<file path="config.mk">
export PLATFORM = sky130hd
export DESIGN_NAME = cpio_newc_stream_deframer
export DESIGN_NICKNAME = d
export VERILOG_FILES = /design/src/sv/cpio_pkg.sv /design/src/sv/cpio_front.sv /design/src/sv/cpio_back.sv /design/src/sv/cpio_newc_stream_deframer.sv
export VERILOG_INCLUDE_DIRS = /design/src /design/src/sv
export SDC_FILE = /design/constraint.sdc
export NUM_CORES = 1
export LEC_CHECK = 0
export BUFFER_PORTS_ARGS = -buffer_cell sky130_fd_sc_hd__buf_2
export CAP_MARGIN = 20
export CORE_ASPECT_RATIO = 2
export CORE_MARGIN = 2
export CORE_UTILIZATION = 57
export CTS_CLUSTER_DIAMETER = 80
export DETAILED_ROUTE_END_ITERATION = 10
export PLACE_DENSITY = 0.75
export SLEW_MARGIN = 25
export SYNTH_ARGS = -nofsm -noshare
export SYNTH_HDL_FRONTEND = slang
export SYNTH_SLANG_ARGS = --single-unit
</file>
<file path="constraint.sdc">
create_clock -name aclk -period 11.5 [get_ports aclk]
set_input_delay 0.575 -clock aclk [delete_from_list [all_inputs] [get_ports aclk]]
set_output_delay 0.575 -clock aclk [all_outputs]
set_load 0.02 [all_outputs]
</file>
<file path="src/sv/assert_macros.svh">
// Assertion macros shared by the RTL files.
`ifndef ASSERT_MACROS_SVH
`define ASSERT_MACROS_SVH
`ifndef SYNTH
`define ASSERT_IMPLIES(label, clk, rstn, a, c) \
    label: assert property (@(posedge clk) disable iff (!rstn) (a) |-> (c)) \
        else $error("assertion failed");
`define ASSERT_NEXT(label, clk, rstn, a, c) \
    label: assert property (@(posedge clk) disable iff (!rstn) (a) |=> (c)) \
        else $error("assertion failed");
`else
`define ASSERT_IMPLIES(label, clk, rstn, a, c)
`define ASSERT_NEXT(label, clk, rstn, a, c)
`endif
`endif

</file>
<file path="src/sv/cpio_pkg.sv">
`timescale 1ns / 1ps
package cpio_pkg;
    typedef enum logic [2:0] {
        PH_HEADER  = 3'd0,
        PH_NAME    = 3'd1,
        PH_NAMEPAD = 3'd2,
        PH_DATA    = 3'd3,
        PH_DATAPAD = 3'd4,
        PH_DONE    = 3'd5,
        PH_ERROR   = 3'd6
    } phase_t;

    localparam int unsigned HEADER_LEN = 110;
    localparam int unsigned FIFO_DEPTH = 4;

    // Classified item handed from the front to the back.
    typedef struct packed {
        logic [7:0]  out_byte;
        logic [2:0]  region;
        logic        region_last;
        logic [31:0] file_size;
        logic        is_trailer;
    } cls_t;

    function automatic logic [7:0] magic_char(input logic [2:0] i);
        case (i)
            3'd0: magic_char = 8'h30;
            3'd1: magic_char = 8'h37;
            3'd2: magic_char = 8'h30;
            3'd3: magic_char = 8'h37;
            3'd4: magic_char = 8'h30;
            3'd5: magic_char = 8'h31;
            default: magic_char = 8'h00;
        endcase
    endfunction

    function automatic logic [7:0] trailer_char(input logic [3:0] i);
        case (i)
            4'd0: trailer_char = 8'h54;
            4'd1: trailer_char = 8'h52;
            4'd2: trailer_char = 8'h41;
            4'd3: trailer_char = 8'h49;
            4'd4: trailer_char = 8'h4C;
            4'd5: trailer_char = 8'h45;
            4'd6: trailer_char = 8'h52;
            4'd7, 4'd8, 4'd9: trailer_char = 8'h21;
            default: trailer_char = 8'h00;
        endcase
    endfunction

    // Returns {valid, nibble}.
    function automatic logic [4:0] hex_digit(input logic [7:0] b);
        if (b inside {[8'h30:8'h39]}) begin
            hex_digit = {1'b1, b[3:0]};
        end else if (b inside {[8'h41:8'h46], [8'h61:8'h66]}) begin
            hex_digit = {1'b1, b[3:0] + 4'd9};
        end else begin
            hex_digit = 5'd0;
        end
    endfunction
endpackage

</file>
<file path="src/sv/cpio_front.sv">
`timescale 1ns / 1ps
`include "assert_macros.svh"
module cpio_front (
    input  logic              aclk,
    input  logic              aresetn,
    input  logic              in_valid,
    input  logic [7:0]        in_byte,
    output logic              in_ready,
    output cpio_pkg::cls_t    cls,
    output logic              cls_valid,
    input  logic              cls_ready,
    output logic              entry_bump
);
    cpio_pkg::phase_t phase_reg, phase_next;
    logic [31:0] count_reg, count_next;
    logic [31:0] name_len_reg, name_len_next;
    logic [31:0] data_len_reg, data_len_next;
    logic [31:0] hex_reg, hex_next;
    logic        trl_reg, trl_next;

    logic        fire, err, last, hex_field;
    logic [4:0]  hd;
    logic [31:0] cnt_inc, rlen, nm_len_eff;
    logic        trl_eff;
    logic        namepad_nz, data_nz, datapad_nz;

    assign in_ready  = cls_ready;
    assign cls_valid = in_valid;
    assign fire      = in_valid && cls_ready;
    assign hd        = cpio_pkg::hex_digit(in_byte);
    assign cnt_inc   = count_reg + 32'd1;
    assign hex_field = (count_reg >= 32'd54 && count_reg <= 32'd61) ||
                       (count_reg >= 32'd94 && count_reg <= 32'd101);

    always_comb begin
        err = 1'b0;
        if (phase_reg == cpio_pkg::PH_ERROR) begin
            err = 1'b1;
        end else if (phase_reg == cpio_pkg::PH_HEADER) begin
            if (count_reg < 32'd6) begin
                err = (in_byte != cpio_pkg::magic_char(count_reg[2:0]));
            end else if (hex_field) begin
                err = !hd[4];
            end
        end
    end

    always_comb begin
        case (phase_reg)
            cpio_pkg::PH_HEADER:  rlen = 32'(cpio_pkg::HEADER_LEN);
            cpio_pkg::PH_NAME:    rlen = name_len_reg;
            cpio_pkg::PH_NAMEPAD: rlen = {30'd0, 2'd2 - name_len_reg[1:0]};
            cpio_pkg::PH_DATA:    rlen = data_len_reg;
            cpio_pkg::PH_DATAPAD: rlen = {30'd0, 2'd0 - data_len_reg[1:0]};
            default:              rlen = 32'd0;
        endcase
    end
    assign last = (phase_reg != cpio_pkg::PH_DONE) && !err && (cnt_inc >= rlen);

    always_comb begin
        hex_next      = hex_reg;
        name_len_next = name_len_reg;
        data_len_next = data_len_reg;
        trl_next      = trl_reg;
        if (phase_reg == cpio_pkg::PH_HEADER && hex_field && hd[4]) begin
            hex_next = {hex_reg[27:0], hd[3:0]};
            if (count_reg == 32'd61) begin
                data_len_next = hex_next;
                hex_next      = 32'd0;
            end
            if (count_reg == 32'd101) begin
                name_len_next = hex_next;
                hex_next      = 32'd0;
            end
        end
        if (phase_reg == cpio_pkg::PH_NAME &&
            (count_reg > 32'd10 || in_byte != cpio_pkg::trailer_char(count_reg[3:0]))) begin
            trl_next = 1'b0;
        end
        if (err) begin
            hex_next = 32'd0;
        end
    end

    // Name length and trailer flag as they stand once the header ends.
    assign nm_len_eff = name_len_next;
    assign trl_eff    = (phase_reg == cpio_pkg::PH_HEADER) ? (nm_len_eff == 32'd11)
                                                          : trl_next;
    assign namepad_nz = (2'd2 - nm_len_eff[1:0]) != 2'd0;
    assign data_nz    = data_len_next != 32'd0;
    assign datapad_nz = data_len_next[1:0] != 2'd0;

    always_comb begin
        phase_next = phase_reg;
        count_next = count_reg;
        entry_bump = 1'b0;
        if (err) begin
            phase_next = cpio_pkg::PH_ERROR;
        end else if (phase_reg != cpio_pkg::PH_DONE) begin
            count_next = cnt_inc;
            if (last) begin
                count_next = 32'd0;
                if (phase_reg == cpio_pkg::PH_HEADER && nm_len_eff != 32'd0) begin
                    phase_next = cpio_pkg::PH_NAME;
                end else if (phase_reg <= cpio_pkg::PH_NAME && namepad_nz) begin
                    phase_next = cpio_pkg::PH_NAMEPAD;
                end else if (phase_reg <= cpio_pkg::PH_NAMEPAD && data_nz) begin
                    phase_next = cpio_pkg::PH_DATA;
                end else if (phase_reg <= cpio_pkg::PH_DATA && datapad_nz) begin
                    phase_next = cpio_pkg::PH_DATAPAD;
                end else if (trl_eff) begin
                    phase_next = cpio_pkg::PH_DONE;
                end else begin
                    phase_next = cpio_pkg::PH_HEADER;
                    entry_bump = fire;
                end
            end
        end
    end

    always_comb begin
        cls.out_byte    = in_byte;
        cls.region      = err ? cpio_pkg::PH_ERROR : phase_reg;
        cls.region_last = last;
        cls.file_size   = err ? 32'd0 : data_len_next;
        cls.is_trailer  = !err && (phase_reg == cpio_pkg::PH_DONE ||
                          (phase_reg != cpio_pkg::PH_HEADER && trl_next));
    end

    always_ff @(posedge aclk) begin
        if (!aresetn) begin
            phase_reg    <= cpio_pkg::PH_HEADER;
            count_reg    <= 32'd0;
            name_len_reg <= 32'd0;
            data_len_reg <= 32'd0;
            hex_reg      <= 32'd0;
            trl_reg      <= 1'b1;
        end else if (fire) begin
            phase_reg    <= phase_next;
            count_reg    <= count_next;
            name_len_reg <= name_len_next;
            data_len_reg <= data_len_next;
            hex_reg      <= hex_next;
            trl_reg      <= (last && phase_next == cpio_pkg::PH_HEADER) ? 1'b1 : trl_eff;
        end
    end

    `ASSERT_NEXT(a_err_sticky, aclk, aresetn, phase_reg == cpio_pkg::PH_ERROR,
        phase_reg == cpio_pkg::PH_ERROR)
    `ASSERT_IMPLIES(a_err_no_last, aclk, aresetn, err, !last)
    `ASSERT_IMPLIES(a_bump_last, aclk, aresetn, entry_bump, last && fire)
endmodule

</file>
<file path="src/sv/cpio_back.sv">
`timescale 1ns / 1ps
`include "assert_macros.svh"
module cpio_back #(
    parameter int unsigned IDX_BITS = 16
) (
    input  logic                  aclk,
    input  logic                  aresetn,
    input  cpio_pkg::cls_t        cls,
    input  logic                  cls_valid,
    output logic                  cls_ready,
    input  logic                  entry_bump,
    output cpio_pkg::cls_t        out_cls,
    output logic [IDX_BITS-1:0]   out_idx,
    output logic                  out_valid,
    input  logic                  out_ready
);
    localparam int unsigned AW = $clog2(cpio_pkg::FIFO_DEPTH);
    typedef struct packed {
        cpio_pkg::cls_t        c;
        logic [IDX_BITS-1:0]   idx;
    } ent_t;

    ent_t          mem_reg [cpio_pkg::FIFO_DEPTH];
    logic [AW-1:0] wp_reg, rp_reg;
    logic [AW:0]   cnt_reg, cnt_next;
    logic [IDX_BITS-1:0] ecnt_reg;
    logic push, pop;

    assign cls_ready = cnt_reg != (AW+1)'(cpio_pkg::FIFO_DEPTH);
    assign push      = cls_valid && cls_ready;
    assign out_valid = cnt_reg != '0;
    assign pop       = out_valid && out_ready;
    assign out_cls   = mem_reg[rp_reg].c;
    assign out_idx   = mem_reg[rp_reg].idx;
    assign cnt_next  = cnt_reg + (AW+1)'(push) - (AW+1)'(pop);

    always_ff @(posedge aclk) begin
        if (push) begin
            mem_reg[wp_reg] <= '{c: cls, idx: ecnt_reg};
        end
    end

    always_ff @(posedge aclk) begin
        if (!aresetn) begin
            wp_reg   <= '0;
            rp_reg   <= '0;
            cnt_reg  <= '0;
            ecnt_reg <= '0;
        end else begin
            if (push) wp_reg <= wp_reg + AW'(1);
            if (pop)  rp_reg <= rp_reg + AW'(1);
            cnt_reg <= cnt_next;
            if (entry_bump && ecnt_reg != '1) ecnt_reg <= ecnt_reg + IDX_BITS'(1);
        end
    end

    `ASSERT_IMPLIES(a_no_overflow, aclk, aresetn, 1'b1,
        cnt_reg <= (AW+1)'(cpio_pkg::FIFO_DEPTH))
    `ASSERT_NEXT(a_idx_sat, aclk, aresetn, ecnt_reg == '1, ecnt_reg == '1)
endmodule

</file>
<file path="src/sv/cpio_newc_stream_deframer.sv">
`timescale 1ns / 1ps
// Streaming deframer for newc cpio archives. One archive byte enters per item
// on the s_ channel and one labeled item leaves on the m_ channel for each, at
// one item per clock unless a side stalls; each is registered in the queue.
// The front checks the header magic, decodes the hex sizes and tracks regions
// combinationally; a four-entry queue feeds the output, so an input stall
// never stops it and an output stall stops the input only once it is full.
// A bad magic or bad hex digit locks the block in the error region until reset.
module cpio_newc_stream_deframer #(
    parameter int unsigned ENTRY_INDEX_BITS = 16
) (
    input  logic        aclk,
    input  logic        aresetn,
    input  logic        s_axis_tvalid,
    output logic        s_axis_tready,
    input  logic [7:0]  s_axis_tdata,   // [7:0] data_byte
    output logic        m_axis_tvalid,
    input  logic        m_axis_tready,
    // [7:0] out_byte, [39:8] file_size, [40] is_trailer, [56:41] entry_index
    output logic [63:0] m_axis_tdata,
    output logic [2:0]  m_axis_tuser,   // [2:0] region
    output logic        m_axis_tlast    // region_last
);
    cpio_pkg::cls_t cls, out_cls;
    logic cls_valid, cls_ready, bump;
    logic [ENTRY_INDEX_BITS-1:0] idx;
    logic [15:0] idx16;

    cpio_front u_front (
        .aclk(aclk), .aresetn(aresetn),
        .in_valid(s_axis_tvalid), .in_byte(s_axis_tdata), .in_ready(s_axis_tready),
        .cls(cls), .cls_valid(cls_valid), .cls_ready(cls_ready), .entry_bump(bump)
    );

    cpio_back #(.IDX_BITS(ENTRY_INDEX_BITS)) u_back (
        .aclk(aclk), .aresetn(aresetn),
        .cls(cls), .cls_valid(cls_valid), .cls_ready(cls_ready), .entry_bump(bump),
        .out_cls(out_cls), .out_idx(idx), .out_valid(m_axis_tvalid),
        .out_ready(m_axis_tready)
    );

    // The reported index is the low 16 bits of the counter.
    assign idx16 = 16'(32'(idx));
    assign m_axis_tdata = {7'd0, idx16, out_cls.is_trailer, out_cls.file_size,
                           out_cls.out_byte};
    assign m_axis_tuser = out_cls.region;
    assign m_axis_tlast = out_cls.region_last;
endmodule
</file>
==> qor.yml <==
syn_area_sq_mm: 0.0187
yosys.area_share.simple_pct: 16.4
viasPerCell: 6.42
drc: 0
antenna_found_initial: 0
gp_congestion: 0.963
min_period_ns: 5.96
async_flop_share_pct: 0
synth_top_flop_cell: "edfxtp_1"
largest_reg_flops: 244
grt_max_degree: 101
clock-sinks: 404
drtPass1Iterations: 6
worst_setup_path_end_kind: "flip-flop"
port_buffers: 74
numCtsBuffers: 34
routed_wl_mm: 48.7
insertedDiodeCount: 0
cts_root_buf: "clkbuf_16"
holdPathStages: 1
hold_ws_ns: 0.341
seqCellArea_sq_mm: 0.0105
die_h_um: 260
die-area_sq_mm: 0.0343
muxShareOfSynthArea_pct: 7.99
setup_viol_count_final: 0
layout-drive-gt1-share_pct: 14.0
synth.avg_cell_area_sq_um: 11.2
fill_cells: 2521
outcome: "completed"
cts.clk_slew.worst_paths_ns: 0.07
cts_tree: "done"
tns_ns: 0
relSlewSlack_pct: 33.8
hold_buffers: 0
tightest_slew_ns: 0.993
netlist.area_leader.share_pct: 39.2
synthCells: 1666
initial_core_util_pct: 58.0
htreeDepth: 2
postCtsResizedCells: 0
die_width_um: 132
finalCritPeriodShare_pct: 51.8
drtIter0Drc: 1377
hold_viol_final: 0
yosys.area_share.xor_xnor_pct: 2.01
synth_compound_area_share_pct: 10.7
vias: 13700
final_cell_mix: "nand2_1 (247), edfxtp_1 (244), a21oi_1 (184)"
powerDensity_mw_per_mm2: 181
required_ns: 11.95
avgRoutedWirePerCell_um: 22.8
nets: 1741
maxCapViolations: 0
placed_cell_area_sq_mm: 0.0193
synth_top_area_cell: "edfxtp_1"
clk_latency_ns: 0.54
top_usage_layer: "met2"
core_sq_mm: 0.0322
place_hpwl_mm: 31.8
grt_pass1_vias: 13500
crit_path_max_fanout: 25
synth_cell_type_count: 71
power.total_uw: 3700
clockBufferDepth: 3
synth-adder-area-share_pct: 3.32
grt_first_pass_wirelength_mm: 75.6
gr-usage-met1_pct: 32.4
grt-ovfl-total: 0
final_util_pct: 63.6
hp-class: "primary input to flip-flop"
post_cts_buffers: 0
use_met2_pct: 50.3
crit_arrival_ns: 6.40
rows: 93
grt_use_total_pct: 28.4
drv_slew: 0
seq_area_frac_synth_pct: 56.3
postRouteAntennaNets: 0
peakVddDrop_uv: 113
worst_clock_skew_ns: 0.0277
final_common_cell: "nand2_1"
path_class: "flip-flop to flip-flop"
design_area_sq_mm: 0.0205
synth-seq-cells: 404
grtUsageMet3_pct: 3.12
rsz0062_at_grt: "no"
yosysWarnings: 0
synthTopCellsByArea: "edfxtp_1 (39%), dfxtp_1 (17%), mux4_2 (7.3%)"
max_freq_mhz: 168
ioPinCount: 82
synth_top_family_by_area: "simple AND/OR/NAND/NOR gates"
startpoint_type: "flip-flop"
syn2layout_area_growth_pct: 9.59
cellLeakagePower_uw: 0.00688
worst-r2r-cell-count: 17
multi_input_area_sq_mm: 0.00764
synth_edf_count: 244
## metrics by stage
stage	std cells	setup slack, ns
floorplan	1672	6.81
global placement	2071	5.82
detailed placement	2071	5.68
CTS	2133	5.64
global route	2133	5.14
finish	2133	5.54
## cell usage after synthesis, drive strengths merged (6+ instances only)
cell,instances
nor4,43
o21ai,38
nand3,95
and2,8
ha,48
and3,20
a22oi,29
nand2,248
and4,6
mux4,61
a211oi,11
edfxtp,244
a31oi,12
inv,25
xor2,18
or3,11
or4,9
o21a,7
nor2,54
a21oi,185
clkbuf,93
mux2i,12
o31ai,8
buf,28
o311ai,6
nand3b,8
nand2b,43
nor2b,9
nor3,22
nand4,23
xnor2,25
dfxtp,160
## where the power goes
part	internal, uW	switching [uW]	leakage, uW
clock	683	519	0.000574
sequential	1650	55.4	0.00364
combinational	299	495	0.00267
## worst max-delay path: stages, from the launching register on
cell and delay, ns:
dfxtp_1 0.61, and4_1 0.38, nand4_1 0.20, nor4_1 0.61, and4_1 0.41, nand3_1 0.20
nor2_1 0.25, xor2_1 0.10, ha_1 0.31, nand4_1 0.09, nor2_1 0.14, nand3_1 0.09
a211o_1 0.35, and2_1 0.18, buf_4 0.22, or4_1 0.94, or4_1 0.60, a21oi_1 0.18
## area by class of cell
| cell class | instances | share of cell area, % |
|---|---|---|
| Timing Repair Buffer | 93 | 2.52 |
| Tap cell | 427 | 2.61 |
| Clock buffer | 51 | 4.93 |
| Inverter | 25 | 0.470 |
| Clock inverter | 11 | 0.751 |
| Multi-Input combinational cell | 1122 | 37.3 |
| Sequential cell | 404 | 51.4 |
## cells by family (layout without fill, tap and decap cells)
family,after synthesis,count (layout)
buf+inv,146,180
simple gates,615,615
compound gates,335,335
mux,73,73
flops,404,404
other cells,1,7
fa+ha+maj,49,49
xor+xnor,43,43
## metal layers
| metal | up-vias | wire length, um |
|---|---|---|
| li1 | 6208 | - |
| met1 | 6687 | 17100 |
| met2 | 623 | 25300 |
| met3 | 181 | 2860 |
| met4 | 0 | 3410 |
| met5 | - | 0 |
## worst paths after layout
check / from / endpoint / slack (ns)
min reg2reg: u_front.name_len_reg[5] / u_front.name_len_reg[5] / 0.47
max reg2reg: u_front.count_reg[2] / u_back.ecnt_reg[4] / 5.54
min: s_axis_tdata[6] / u_back.mem_reg[0][59] / 0.34
max: u_front.count_reg[2] / u_back.ecnt_reg[4] / 5.54
(Power assumes the default switching activity.)
